## config.mk

```make
export PLATFORM = sky130hd
export DESIGN_NAME = tcp_connection_state_machine
export DESIGN_NICKNAME = d
export VERILOG_FILES = /design/src/tcp_csm_pkg.sv /design/src/tcp_connection_state_machine.sv /design/src/tcp_csm_core.sv /design/src/tcp_csm_outbuf.sv
export SDC_FILE = /design/constraint.sdc
export NUM_CORES = 2
export LEC_CHECK = 0
export BUFFER_PORTS_ARGS = -buffer_cell sky130_fd_sc_hd__buf_2
export CORE_UTILIZATION = 37
export CTS_BUF_LIST = sky130_fd_sc_hd__clkbuf_2 sky130_fd_sc_hd__clkbuf_4 sky130_fd_sc_hd__clkbuf_8
export DETAILED_ROUTE_END_ITERATION = 6
export GPL_TIMING_DRIVEN = 0
export PLACE_DENSITY_LB_ADDON = 0.3
export RECOVER_POWER = 100
export SLEW_MARGIN = 20
export SYNTH_ARGS = -nofsm -noshare
export SYNTH_HDL_FRONTEND = slang
export SYNTH_SLANG_ARGS = --single-unit
```

## constraint.sdc

```tcl
create_clock -name clk -period 10.4 [get_ports clk]
set_clock_uncertainty 0.15 [all_clocks]
set_input_delay 1.04 -clock clk [delete_from_list [all_inputs] [get_ports clk]]
set_output_delay 1.04 -clock clk [all_outputs]
set_load 0.02 [all_outputs]
```

## src/tcp_csm_pkg.sv

```systemverilog
// ----------------------------------------------------------------------------
// tcp_csm_pkg
// Shared types and codes for the TCP connection control engine.
// ----------------------------------------------------------------------------
package tcp_csm_pkg;

  localparam int unsigned WINDOW_BYTES_DEF = 4096;

  localparam logic [5:0] FLAG_MASK = 6'h3f;
  localparam logic [5:0] FLAG_FIN  = 6'h01;
  localparam logic [5:0] FLAG_SYN  = 6'h02;
  localparam logic [5:0] FLAG_RST  = 6'h04;
  localparam logic [5:0] FLAG_PSH  = 6'h08;
  localparam logic [5:0] FLAG_ACK  = 6'h10;

  typedef enum logic [2:0] {
    CMD_SEGMENT = 3'd0,
    CMD_LISTEN  = 3'd1,
    CMD_CONNECT = 3'd2,
    CMD_CLOSE   = 3'd3,
    CMD_SEND    = 3'd4,
    CMD_CONSUME = 3'd5
  } cmd_t;

  typedef enum logic [3:0] {
    ST_CLOSED     = 4'd0,
    ST_LISTEN     = 4'd1,
    ST_SYN_SENT   = 4'd2,
    ST_SYN_RCVD   = 4'd3,
    ST_ESTAB      = 4'd4,
    ST_FIN_WAIT1  = 4'd5,
    ST_FIN_WAIT2  = 4'd6,
    ST_CLOSING    = 4'd7,
    ST_TIME_WAIT  = 4'd8,
    ST_CLOSE_WAIT = 4'd9,
    ST_LAST_ACK   = 4'd10
  } tcp_state_t;

  typedef struct packed {
    logic [2:0]  command;
    logic [31:0] seq_num;
    logic [31:0] ack_num;
    logic [5:0]  flags;
    logic [12:0] length;
    logic [31:0] initial_seq;
  } item_t;

  typedef struct packed {
    tcp_state_t  tcp_state;
    logic [31:0] send_next;
    logic [31:0] send_unacked;
    logic [31:0] initial_send_seq;
    logic [31:0] recv_next;
    logic [31:0] initial_recv_seq;
    logic [12:0] recv_window;
  } conn_t;

  typedef struct packed {
    logic [31:0] seq;
    logic [31:0] ack;
    logic [5:0]  flg;
    logic [12:0] win;
  } seg_t;

  typedef struct packed {
    logic        send_segment;
    logic [31:0] out_seq;
    logic [31:0] out_ack;
    logic [5:0]  out_flags;
    logic [12:0] out_window;
    logic [3:0]  conn_state;
    logic        wake;
    logic        now_established;
    logic        data_accepted;
    logic        refused;
    logic        last;
  } result_t;

  function automatic seg_t mk_seg(logic [31:0] s, logic [31:0] a, logic [5:0] f,
                                  logic [12:0] w);
    seg_t r;
    r.seq = s;
    r.ack = a;
    r.flg = f & FLAG_MASK;
    r.win = w;
    return r;
  endfunction

endpackage

```

## src/tcp_connection_state_machine.sv

```systemverilog
// ----------------------------------------------------------------------------
// tcp_connection_state_machine
// Control engine for one TCP connection: events in, header beats out.
// Path: an accepted event passes through the input register, then the result
//   register. Throughput: one event per cycle when it yields one beat and
//   result_ready stays high; a two-beat event holds the result port until drained.
// Reset: synchronous; clears the connection state (closed, all numbers and
//   window zero) and empties both registers.
// ----------------------------------------------------------------------------
module tcp_connection_state_machine
  import tcp_csm_pkg::*;
#(
  parameter int unsigned WINDOW_BYTES = WINDOW_BYTES_DEF
) (
  input  logic        clk,
  input  logic        rst,
  input  logic        item_valid,
  output logic        item_ready,
  input  logic [2:0]  command,
  input  logic [31:0] seq_num,
  input  logic [31:0] ack_num,
  input  logic [5:0]  flags,
  input  logic [12:0] length,
  input  logic [31:0] initial_seq,
  output logic        result_valid,
  input  logic        result_ready,
  output logic        send_segment,
  output logic [31:0] out_seq,
  output logic [31:0] out_ack,
  output logic [5:0]  out_flags,
  output logic [12:0] out_window,
  output logic [3:0]  conn_state,
  output logic        wake,
  output logic        now_established,
  output logic        data_accepted,
  output logic        refused,
  output logic        last
);

  item_t   item;
  logic    item_vld;
  conn_t   conn, conn_next;
  result_t res0, res1, head;
  logic    res_two, can_push, fire;

  assign fire       = item_vld && can_push;
  assign item_ready = !item_vld || fire;

  always_ff @(posedge clk) begin
    if (rst) begin
      item_vld <= 1'b0;
      conn     <= '0;
    end else begin
      if (item_ready) item_vld <= item_valid;
      if (fire) conn <= conn_next;
    end
  end

  always_ff @(posedge clk) begin
    if (item_valid && item_ready) begin
      item.command     <= command;
      item.seq_num     <= seq_num;
      item.ack_num     <= ack_num;
      item.flags       <= flags;
      item.length      <= length;
      item.initial_seq <= initial_seq;
    end
  end

  tcp_csm_core #(
    .WINDOW_BYTES(WINDOW_BYTES)
  ) u_core (
    .item      (item),
    .conn      (conn),
    .conn_next (conn_next),
    .res0      (res0),
    .res1      (res1),
    .res_two   (res_two)
  );

  tcp_csm_outbuf u_outbuf (
    .clk      (clk),
    .rst      (rst),
    .push     (fire),
    .res0     (res0),
    .res1     (res1),
    .res_two  (res_two),
    .can_push (can_push),
    .valid    (result_valid),
    .ready    (result_ready),
    .head     (head)
  );

  assign send_segment    = head.send_segment;
  assign out_seq         = head.out_seq;
  assign out_ack         = head.out_ack;
  assign out_flags       = head.out_flags;
  assign out_window      = head.out_window;
  assign conn_state      = head.conn_state;
  assign wake            = head.wake;
  assign now_established = head.now_established;
  assign data_accepted   = head.data_accepted;
  assign refused         = head.refused;
  assign last            = head.last;

  a_fire_loads: assert property (@(posedge clk) disable iff (rst)
    fire |=> result_valid)
    else $error("evaluated event produced no beat");
  a_item_hold: assert property (@(posedge clk) disable iff (rst)
    item_vld && !fire |=> item_vld && $stable(item))
    else $error("pending event lost");
  a_listen_refused: assert property (@(posedge clk) disable iff (rst)
    fire && item.command == CMD_LISTEN && conn.tcp_state != ST_CLOSED
    |=> conn.tcp_state == $past(conn.tcp_state))
    else $error("refused listen changed state");
  a_conn_hold: assert property (@(posedge clk) disable iff (rst)
    !fire |=> $stable(conn))
    else $error("state changed without an event");

endmodule

```

## src/tcp_csm_core.sv

```systemverilog
// ----------------------------------------------------------------------------
// tcp_csm_core
// Event evaluation: next connection state and up to two header beats.
// ----------------------------------------------------------------------------
module tcp_csm_core
  import tcp_csm_pkg::*;
#(
  parameter int unsigned WINDOW_BYTES = WINDOW_BYTES_DEF
) (
  input  item_t   item,
  input  conn_t   conn,
  output conn_t   conn_next,
  output result_t res0,
  output result_t res1,
  output logic    res_two
);

  localparam logic [15:0] WinFull = 16'(WINDOW_BYTES);
  localparam logic [12:0] WinInit = WinFull[12:0];

  seg_t        segs [2];
  logic [1:0]  cnt;
  logic        f_wake, f_est, f_data, f_ref;
  logic        done;
  logic        rst_f, syn_f, ack_f, fin_f;
  logic [31:0] r_seq;
  logic [15:0] win16, total, take;
  conn_t       c;

  always_comb begin
    c      = conn;
    cnt    = 2'd0;
    segs[0] = '0;
    segs[1] = '0;
    f_wake = 1'b0;
    f_est  = 1'b0;
    f_data = 1'b0;
    f_ref  = 1'b0;
    done   = 1'b0;
    rst_f  = |(item.flags & FLAG_RST);
    syn_f  = |(item.flags & FLAG_SYN);
    ack_f  = |(item.flags & FLAG_ACK);
    fin_f  = |(item.flags & FLAG_FIN);
    r_seq  = item.seq_num + 32'(syn_f) + 32'(item.length) + 32'(fin_f);
    win16  = {3'b000, conn.recv_window};
    total  = (win16 >= WinFull) ? 16'd0 : WinFull - win16;
    take   = ({3'b000, item.length} < total) ? {3'b000, item.length} : total;

    case (item.command)
      CMD_SEGMENT: begin
        unique case (c.tcp_state)
          ST_CLOSED: begin
            done = 1'b1;
            if (!rst_f) begin
              if (ack_f) begin
                segs[cnt[0]] = mk_seg(item.ack_num, 32'd0, FLAG_RST, c.recv_window);
                cnt = cnt + 2'd1;
              end else begin
                segs[cnt[0]] = mk_seg(32'd0, r_seq, FLAG_RST, c.recv_window);
                cnt = cnt + 2'd1;
              end
            end
          end
          ST_LISTEN: begin
            done = 1'b1;
            if (!rst_f) begin
              if (ack_f) begin
                segs[cnt[0]] = mk_seg(item.ack_num, 32'd0, FLAG_RST, c.recv_window);
                cnt = cnt + 2'd1;
              end else if (syn_f) begin
                c.recv_next        = item.seq_num + 32'd1;
                c.initial_recv_seq = item.seq_num;
                c.initial_send_seq = item.initial_seq;
                c.recv_window      = WinInit;
                segs[cnt[0]] = mk_seg(c.initial_send_seq, c.recv_next,
                                      FLAG_SYN | FLAG_ACK, c.recv_window);
                cnt = cnt + 2'd1;
                c.send_next    = c.initial_send_seq + 32'd1;
                c.send_unacked = c.initial_send_seq;
                c.tcp_state    = ST_SYN_RCVD;
              end
            end
          end
          ST_SYN_SENT: begin
            done = 1'b1;
            if (ack_f && (item.ack_num <= c.initial_send_seq ||
                          item.ack_num > c.send_next)) begin
              if (!rst_f) begin
                segs[cnt[0]] = mk_seg(item.ack_num, 32'd0, FLAG_RST, c.recv_window);
                cnt = cnt + 2'd1;
              end
            end else if (!rst_f && syn_f) begin
              c.recv_next        = item.seq_num + 32'd1;
              c.initial_recv_seq = item.seq_num;
              if (ack_f) begin
                c.send_unacked = item.ack_num;
                if (c.send_unacked > c.initial_send_seq) begin
                  c.tcp_state = ST_ESTAB;
                  segs[cnt[0]] = mk_seg(c.send_next, c.recv_next, FLAG_ACK, c.recv_window);
                  cnt = cnt + 2'd1;
                  f_wake = 1'b1;
                end
              end else begin
                segs[cnt[0]] = mk_seg(c.initial_send_seq, c.recv_next, FLAG_ACK,
                                      c.recv_window);
                cnt = cnt + 2'd1;
              end
            end
          end
          default: ;
        endcase

        if (!done && item.seq_num == c.recv_next && !rst_f && !syn_f && ack_f) begin
          if (c.tcp_state == ST_LAST_ACK) begin
            f_wake = 1'b1;
            c      = '0;
          end else begin
            if (c.tcp_state == ST_SYN_RCVD) begin
              if (c.send_unacked <= item.ack_num && item.ack_num <= c.send_next) begin
                c.tcp_state = ST_ESTAB;
                f_est  = 1'b1;
                f_wake = 1'b1;
              end else if (!cnt[1]) begin
                segs[cnt[0]] = mk_seg(item.ack_num, 32'd0, FLAG_RST, c.recv_window);
                cnt = cnt + 2'd1;
              end
            end
            if (c.tcp_state inside {ST_ESTAB, ST_FIN_WAIT1, ST_FIN_WAIT2,
                                    ST_CLOSE_WAIT, ST_CLOSING}) begin
              if (c.send_unacked < item.ack_num && item.ack_num <= c.send_next) begin
                c.send_unacked = item.ack_num;
              end else if (item.ack_num > c.send_next) begin
                if (!cnt[1]) begin
                  segs[cnt[0]] = mk_seg(c.send_next, c.recv_next, FLAG_ACK, c.recv_window);
                  cnt = cnt + 2'd1;
                end
                done = 1'b1;
              end
              if (!done) begin
                if (c.tcp_state == ST_FIN_WAIT1) begin
                  if (item.ack_num == c.send_next) c.tcp_state = ST_FIN_WAIT2;
                end else if (c.tcp_state == ST_CLOSING) begin
                  if (item.ack_num == c.send_next) begin
                    c.tcp_state = ST_TIME_WAIT;
                    f_wake = 1'b1;
                  end
                  done = 1'b1;
                end
              end
            end
            if (!done) begin
              if (item.length != 13'd0 &&
                  c.tcp_state inside {ST_ESTAB, ST_FIN_WAIT1, ST_FIN_WAIT2}) begin
                c.recv_next   = item.seq_num + 32'(item.length);
                c.recv_window = (item.length >= c.recv_window) ? 13'd0 :
                                c.recv_window - item.length;
                if (!cnt[1]) begin
                  segs[cnt[0]] = mk_seg(c.send_next, c.recv_next, FLAG_ACK, c.recv_window);
                  cnt = cnt + 2'd1;
                end
                f_wake = 1'b1;
                f_data = 1'b1;
              end
              if (fin_f) begin
                c.recv_next = c.recv_next + 32'd1;
                if (!cnt[1]) begin
                  segs[cnt[0]] = mk_seg(c.send_next, c.recv_next, FLAG_ACK, c.recv_window);
                  cnt = cnt + 2'd1;
                end
                if (c.tcp_state == ST_SYN_RCVD || c.tcp_state == ST_ESTAB) begin
                  c.tcp_state = ST_CLOSE_WAIT;
                  f_wake = 1'b1;
                end else if (c.tcp_state == ST_FIN_WAIT1) begin
                  c.tcp_state = ST_FIN_WAIT2;
                end else if (c.tcp_state == ST_FIN_WAIT2) begin
                  c.tcp_state = ST_TIME_WAIT;
                  f_wake = 1'b1;
                end
              end
            end
          end
        end
      end
      CMD_LISTEN: begin
        if (c.tcp_state == ST_CLOSED) c.tcp_state = ST_LISTEN;
        else f_ref = 1'b1;
      end
      CMD_CONNECT: begin
        if (c.tcp_state != ST_CLOSED) begin
          f_ref = 1'b1;
        end else begin
          c.recv_window      = WinInit;
          c.initial_send_seq = item.initial_seq;
          segs[cnt[0]] = mk_seg(c.initial_send_seq, 32'd0, FLAG_SYN, c.recv_window);
          cnt = cnt + 2'd1;
          c.send_next = c.initial_send_seq + 32'd1;
          c.tcp_state = ST_SYN_SENT;
        end
      end
      CMD_CLOSE: begin
        if (c.tcp_state == ST_SYN_RCVD || c.tcp_state == ST_ESTAB) begin
          segs[cnt[0]] = mk_seg(c.send_next, c.recv_next, FLAG_FIN | FLAG_ACK,
                                c.recv_window);
          cnt = cnt + 2'd1;
          c.tcp_state = ST_FIN_WAIT1;
          c.send_next = c.send_next + 32'd1;
        end else if (c.tcp_state == ST_CLOSE_WAIT) begin
          segs[cnt[0]] = mk_seg(c.send_next, c.recv_next, FLAG_FIN | FLAG_ACK,
                                c.recv_window);
          cnt = cnt + 2'd1;
          c.tcp_state = ST_LAST_ACK;
          c.send_next = c.send_next + 32'd1;
        end else begin
          c = '0;
        end
      end
      CMD_SEND: begin
        if (c.tcp_state == ST_ESTAB || c.tcp_state == ST_CLOSE_WAIT) begin
          segs[cnt[0]] = mk_seg(c.send_next, c.recv_next, FLAG_ACK | FLAG_PSH,
                                c.recv_window);
          cnt = cnt + 2'd1;
          c.send_next = c.send_next + 32'(item.length);
        end else begin
          f_ref = 1'b1;
        end
      end
      CMD_CONSUME: begin
        c.recv_window = 13'(win16 + take);
      end
      default: f_ref = 1'b1;
    endcase
    conn_next = c;
  end

  always_comb begin
    res0 = '0;
    res1 = '0;
    res0.conn_state      = conn_next.tcp_state;
    res0.wake            = f_wake;
    res0.now_established = f_est;
    res0.data_accepted   = f_data;
    res0.refused         = f_ref;
    res1 = res0;
    if (cnt != 2'd0) begin
      res0.send_segment = 1'b1;
      res0.out_seq      = segs[0].seq;
      res0.out_ack      = segs[0].ack;
      res0.out_flags    = segs[0].flg;
      res0.out_window   = segs[0].win;
    end
    res1.send_segment = 1'b1;
    res1.out_seq      = segs[1].seq;
    res1.out_ack      = segs[1].ack;
    res1.out_flags    = segs[1].flg;
    res1.out_window   = segs[1].win;
    res1.last         = 1'b1;
    res_two           = cnt[1];
    res0.last         = !cnt[1];
  end

endmodule

```

## src/tcp_csm_outbuf.sv

```systemverilog
// ----------------------------------------------------------------------------
// tcp_csm_outbuf
// Two-slot result register; loads one or two beats and drains one per cycle while ready is high.
// ----------------------------------------------------------------------------
module tcp_csm_outbuf
  import tcp_csm_pkg::*;
(
  input  logic    clk,
  input  logic    rst,
  input  logic    push,
  input  result_t res0,
  input  result_t res1,
  input  logic    res_two,
  output logic    can_push,
  output logic    valid,
  input  logic    ready,
  output result_t head
);

  result_t    e0, e1;
  logic [1:0] cnt, cnt_next;
  logic       pop;

  assign valid = (cnt != 2'd0);
  assign pop   = valid && ready;
  assign head  = e0;

  always_comb begin
    cnt_next = cnt;
    if (pop) cnt_next = cnt - 2'd1;
    can_push = (cnt_next == 2'd0);
    if (push) cnt_next = res_two ? 2'd2 : 2'd1;
  end

  always_ff @(posedge clk) begin
    if (rst) begin
      cnt <= 2'd0;
    end else begin
      cnt <= cnt_next;
    end
  end

  always_ff @(posedge clk) begin
    if (push) begin
      e0 <= res0;
      e1 <= res1;
    end else if (pop) begin
      e0 <= e1;
    end
  end

  a_cnt_range: assert property (@(posedge clk) disable iff (rst) cnt != 2'd3)
    else $error("outbuf count out of range");
  a_pair_order: assert property (@(posedge clk) disable iff (rst)
    cnt == 2'd2 |-> !e0.last && e1.last)
    else $error("first beat of a pair marked last");
  a_single_last: assert property (@(posedge clk) disable iff (rst)
    cnt == 2'd1 |-> e0.last)
    else $error("final beat not marked last");

endmodule
```

==> results.sh <==
export IMPL_status="finished with violations"
export IMPL_violations="DRC, capacitance limit, slew limit"
export IMPL_first_global_vias=37302
export IMPL_cpMaxStageDelayCell="nand2_1"
export IMPL_max_slew_margin=-0.914
export IMPL_critPathMaxStageDelay_ps=580
export IMPL_place_ws_ps=-3500
export IMPL_yosys_warnings=0
export IMPL_cts_sinks=443
export IMPL_synth_avg_cell_area_um2=8.21
export IMPL_clock_fmax_ghz=0.0975
export IMPL_pwr_share_clk=0.251
export IMPL_slew_violations=190
export IMPL_cts_tree="built"
export IMPL_firstDrtPassIters=7
export IMPL_path_buf_inv=9
export IMPL_syn_nets=4781
export IMPL_synth_edff_count=295
export IMPL_max_cap_violations=7
export IMPL_timing_hold_violations_final=0
export IMPL_p_seq_frac=0.306
export IMPL_drc=30
export IMPL_gr_total_overflow=0
export IMPL_rows=114
export IMPL_min_period_over_period=0.986
export IMPL_syn_inst=4425
export IMPL_ant_nets=0
export IMPL_crit_required_ps=10740
export IMPL_final_nets=5171
export IMPL_netSwitchingFraction=0.451
export IMPL_initial_core_util=0.375
export IMPL_worst_pin_slew_ps=2870
export IMPL_io_pins=217
export IMPL_ir_worst_vdd_v=0.000124
export IMPL_cts_root_buf="clkbuf_8"
export IMPL_grt_pass1_wl_um=272000
export IMPL_powerDensity_nw_per_um2=190
export IMPL_io_buffers=212
export IMPL_crit_top_cell="ha_1"
export IMPL_setup_viol=0
export IMPL_startpoint_type="register"
export IMPL_clockBufferDepth=3
export IMPL_switching_power_mw=3.62
export IMPL_first_iter_violations=5693
export IMPL_post_drt_wl_per_cell_um=31.7
export IMPL_ys_seq_elements=443
export IMPL_vias=40296
export IMPL_stdcell_count=6168
export IMPL_die_area_um2=99400
export IMPL_routed_wl_um=195000
export IMPL_cts_buffers=85
export IMPL_end_kind="register"
export IMPL_power_internal_mw=4.40
export IMPL_htreeDepth=3
export IMPL_layout_min_cycle_time_ps=10260
export IMPL_utilization=0.435
export IMPL_syn_area_um2=36300
export IMPL_synthArstFlopShare=0
export IMPL_path_max_fanout=10
export IMPL_setup_ws_ps=141
export IMPL_viasPerCell=6.53
export IMPL_syn2layout_area_growth_pct=16.1
export IMPL_gp_congestion=1.09
export IMPL_dp_cells=5932
export IMPL_cp_top_family="compound AO/OA/AOI/OAI gates"
export IMPL_synth_seq_area_share=0.325
export IMPL_comb_power_share=0.442
export IMPL_synthFlopType="edfxtp_1"
export IMPL_grt_usage=0.381
export IMPL_hp_class="input pin to register"
export IMPL_antenna_found_initial=11
export IMPL_clock_latency_ps=820
export IMPL_core_um2=97000
export IMPL_synth_cell_types=113
export IMPL_dpl_hpwl_um=148000
export IMPL_path_class="register to register"
export IMPL_arrival_ps=10600
export IMPL_die_w_um=315
export IMPL_grt_max_degree=48
export IMPL_cts_reportedPaths_clkPinSlew_ps=60
export IMPL_leakage_nw=15.2
export IMPL_drive_gt1_frac=0.123
export IMPL_die_h_um=315
[worst paths after layout]
| kind | startpoint | endpoint | slack, ps | depth (start not counted) |
|---|---|---|---|---|
| max | item[65]$_DFFE_PP_ | u_outbuf.e1[49]$_SDFFCE_PP0P_ | 140 | 41 |
| min | initial_seq[4] | item[4]$_DFFE_PP_ | 260 | 1 |
| max reg2reg | item[65]$_DFFE_PP_ | u_outbuf.e1[49]$_SDFFCE_PP0P_ | 140 | 41 |
| min reg2reg | conn[131]$_SDFFE_PP0P_ | conn[131]$_SDFFE_PP0P_ | 310 | 2 |
[layout by cell type, fill, tap and decap left out, types with 44 or more instances in the layout]
master    instances
edfxtp_1        295
nor2b_1          45
nand3_1         147
inv_1           239
a22oi_1          69
dfxtp_1         136
xnor2_1         163
clkbuf_8        111
o21ai_0         333
clkbuf_1        329
a221oi_1         58
buf_2           134
o22ai_1          64
mux2i_1          44
nand2_1         359
and3_1           51
buf_4            85
ha_1            215
nand4_1          69
a222oi_1         66
a21oi_1         365
xor2_1           77
a211oi_1         52
nor3_1          110
nor2_1          416
[per-stage QoR]
stage	area, µm²	hold WS [ps]	total power, mW	TNS, ps
finish	42200	259	8.02	0
global route	42200	227	8.31	-737
CTS	42000	219	7.93	0
detailed placement	39400	294	5.83	-491310
global placement	39000	284	5.81	-851450
floorplan	36300	276	4.49	0
[kinds of logic (layout without fill, tap and decap cells)]
| group | count (synthesis) | count (layout) | synth area share |
|---|---|---|---|
| AND/OR/NAND/NOR | 1458 | 1458 | 0.193 |
| AO/OA/AOI/OAI | 1442 | 1443 | 0.261 |
| buffers and inverters | 552 | 1011 | 0.0636 |
| flip-flops | 443 | 443 | 0.325 |
| XOR/XNOR | 240 | 240 | 0.0579 |
| adder cells (fa/ha/maj) | 234 | 234 | 0.0841 |
| multiplexers | 55 | 55 | 0.0155 |
| other | 1 | 8 | 0.000103 |
[power by group through the flow]
stage | combinational [mW] | clock, mW | sequential, mW
after floorplan | 1.92 | 0 | 2.58
after global placement | 3.27 | 0 | 2.54
after detailed placement | 3.35 | 0 | 2.47
after CTS | 3.46 | 2.04 | 2.43
after global routing | 3.73 | 2.10 | 2.48
final | 3.55 | 2.02 | 2.46
[layer usage]
metal / vias to the layer above / GRT usage / share of wire
met5: - / 0 / 0.00029
met4: 8 / 0.277 / 0.087
met3: 752 / 0.109 / 0.12
met2: 3021 / 0.574 / 0.42
met1: 19177 / 0.465 / 0.37
li1: 17338 / - / -
[synthesized netlist by cell type, types with 22 or more instances]
| library cell | number | share of area |
|---|---|---|
| o211ai_1 | 32 | 0.0066 |
| ha_1 | 217 | 0.075 |
| nand2_1 | 360 | 0.037 |
| nand3_1 | 148 | 0.020 |
| o22ai_1 | 66 | 0.011 |
| and2_1 | 25 | 0.0043 |
| nor4_1 | 31 | 0.0053 |
| and3_1 | 51 | 0.0088 |
| xnor2_1 | 163 | 0.039 |
| nor2b_1 | 46 | 0.0079 |
| nand2b_1 | 41 | 0.0071 |
| nor3_1 | 140 | 0.019 |
| o21ai_0 | 339 | 0.047 |
| a21o_1 | 43 | 0.0089 |
| clkbuf_1 | 243 | 0.025 |
| nand4_1 | 69 | 0.012 |
| a221oi_1 | 60 | 0.014 |
| inv_1 | 241 | 0.025 |
| or3_1 | 29 | 0.0050 |
| a211oi_1 | 55 | 0.011 |
| a31oi_1 | 49 | 0.0084 |
| a21oi_1 | 369 | 0.051 |
| o21ai_1 | 23 | 0.0032 |
| mux2i_1 | 44 | 0.012 |
| dfxtp_1 | 148 | 0.082 |
| nor2_1 | 428 | 0.044 |
| edfxtp_1 | 295 | 0.24 |
| o221ai_1 | 22 | 0.0053 |
| a222oi_1 | 66 | 0.018 |
| xor2_1 | 77 | 0.019 |
| a22o_1 | 42 | 0.010 |
| a22oi_1 | 70 | 0.014 |
[area by class of cell]
class	count	area [µm²]
Fill cell	10014	54800
Multi-Input combinational cell	3431	22800
Sequential cell	443	11800
Timing Repair Buffer	308	1640
Tap cell	1276	1600
Clock buffer	121	1510
Buffer	303	1440
Inverter	243	916
Clock inverter	36	398
Antenna cell	7	17.5
[registers in the layout, indices dropped and copies added (netlist names)]
register and cells:
u_outbuf.e1 87, conn 145, u_outbuf.cnt 2, item 116, item_vld 1, u_outbuf.head 92
[timing repair]
item                                    CTS  global route
hold buffers                              0             0
endpoints found under the hold margin     0             0
cloned                                    1             0
gates resized for setup                  96            80
endpoints found under the setup margin  254           204
pin swaps                                14            19
setup buffers                            37            40
(Power assumes the default switching activity.)
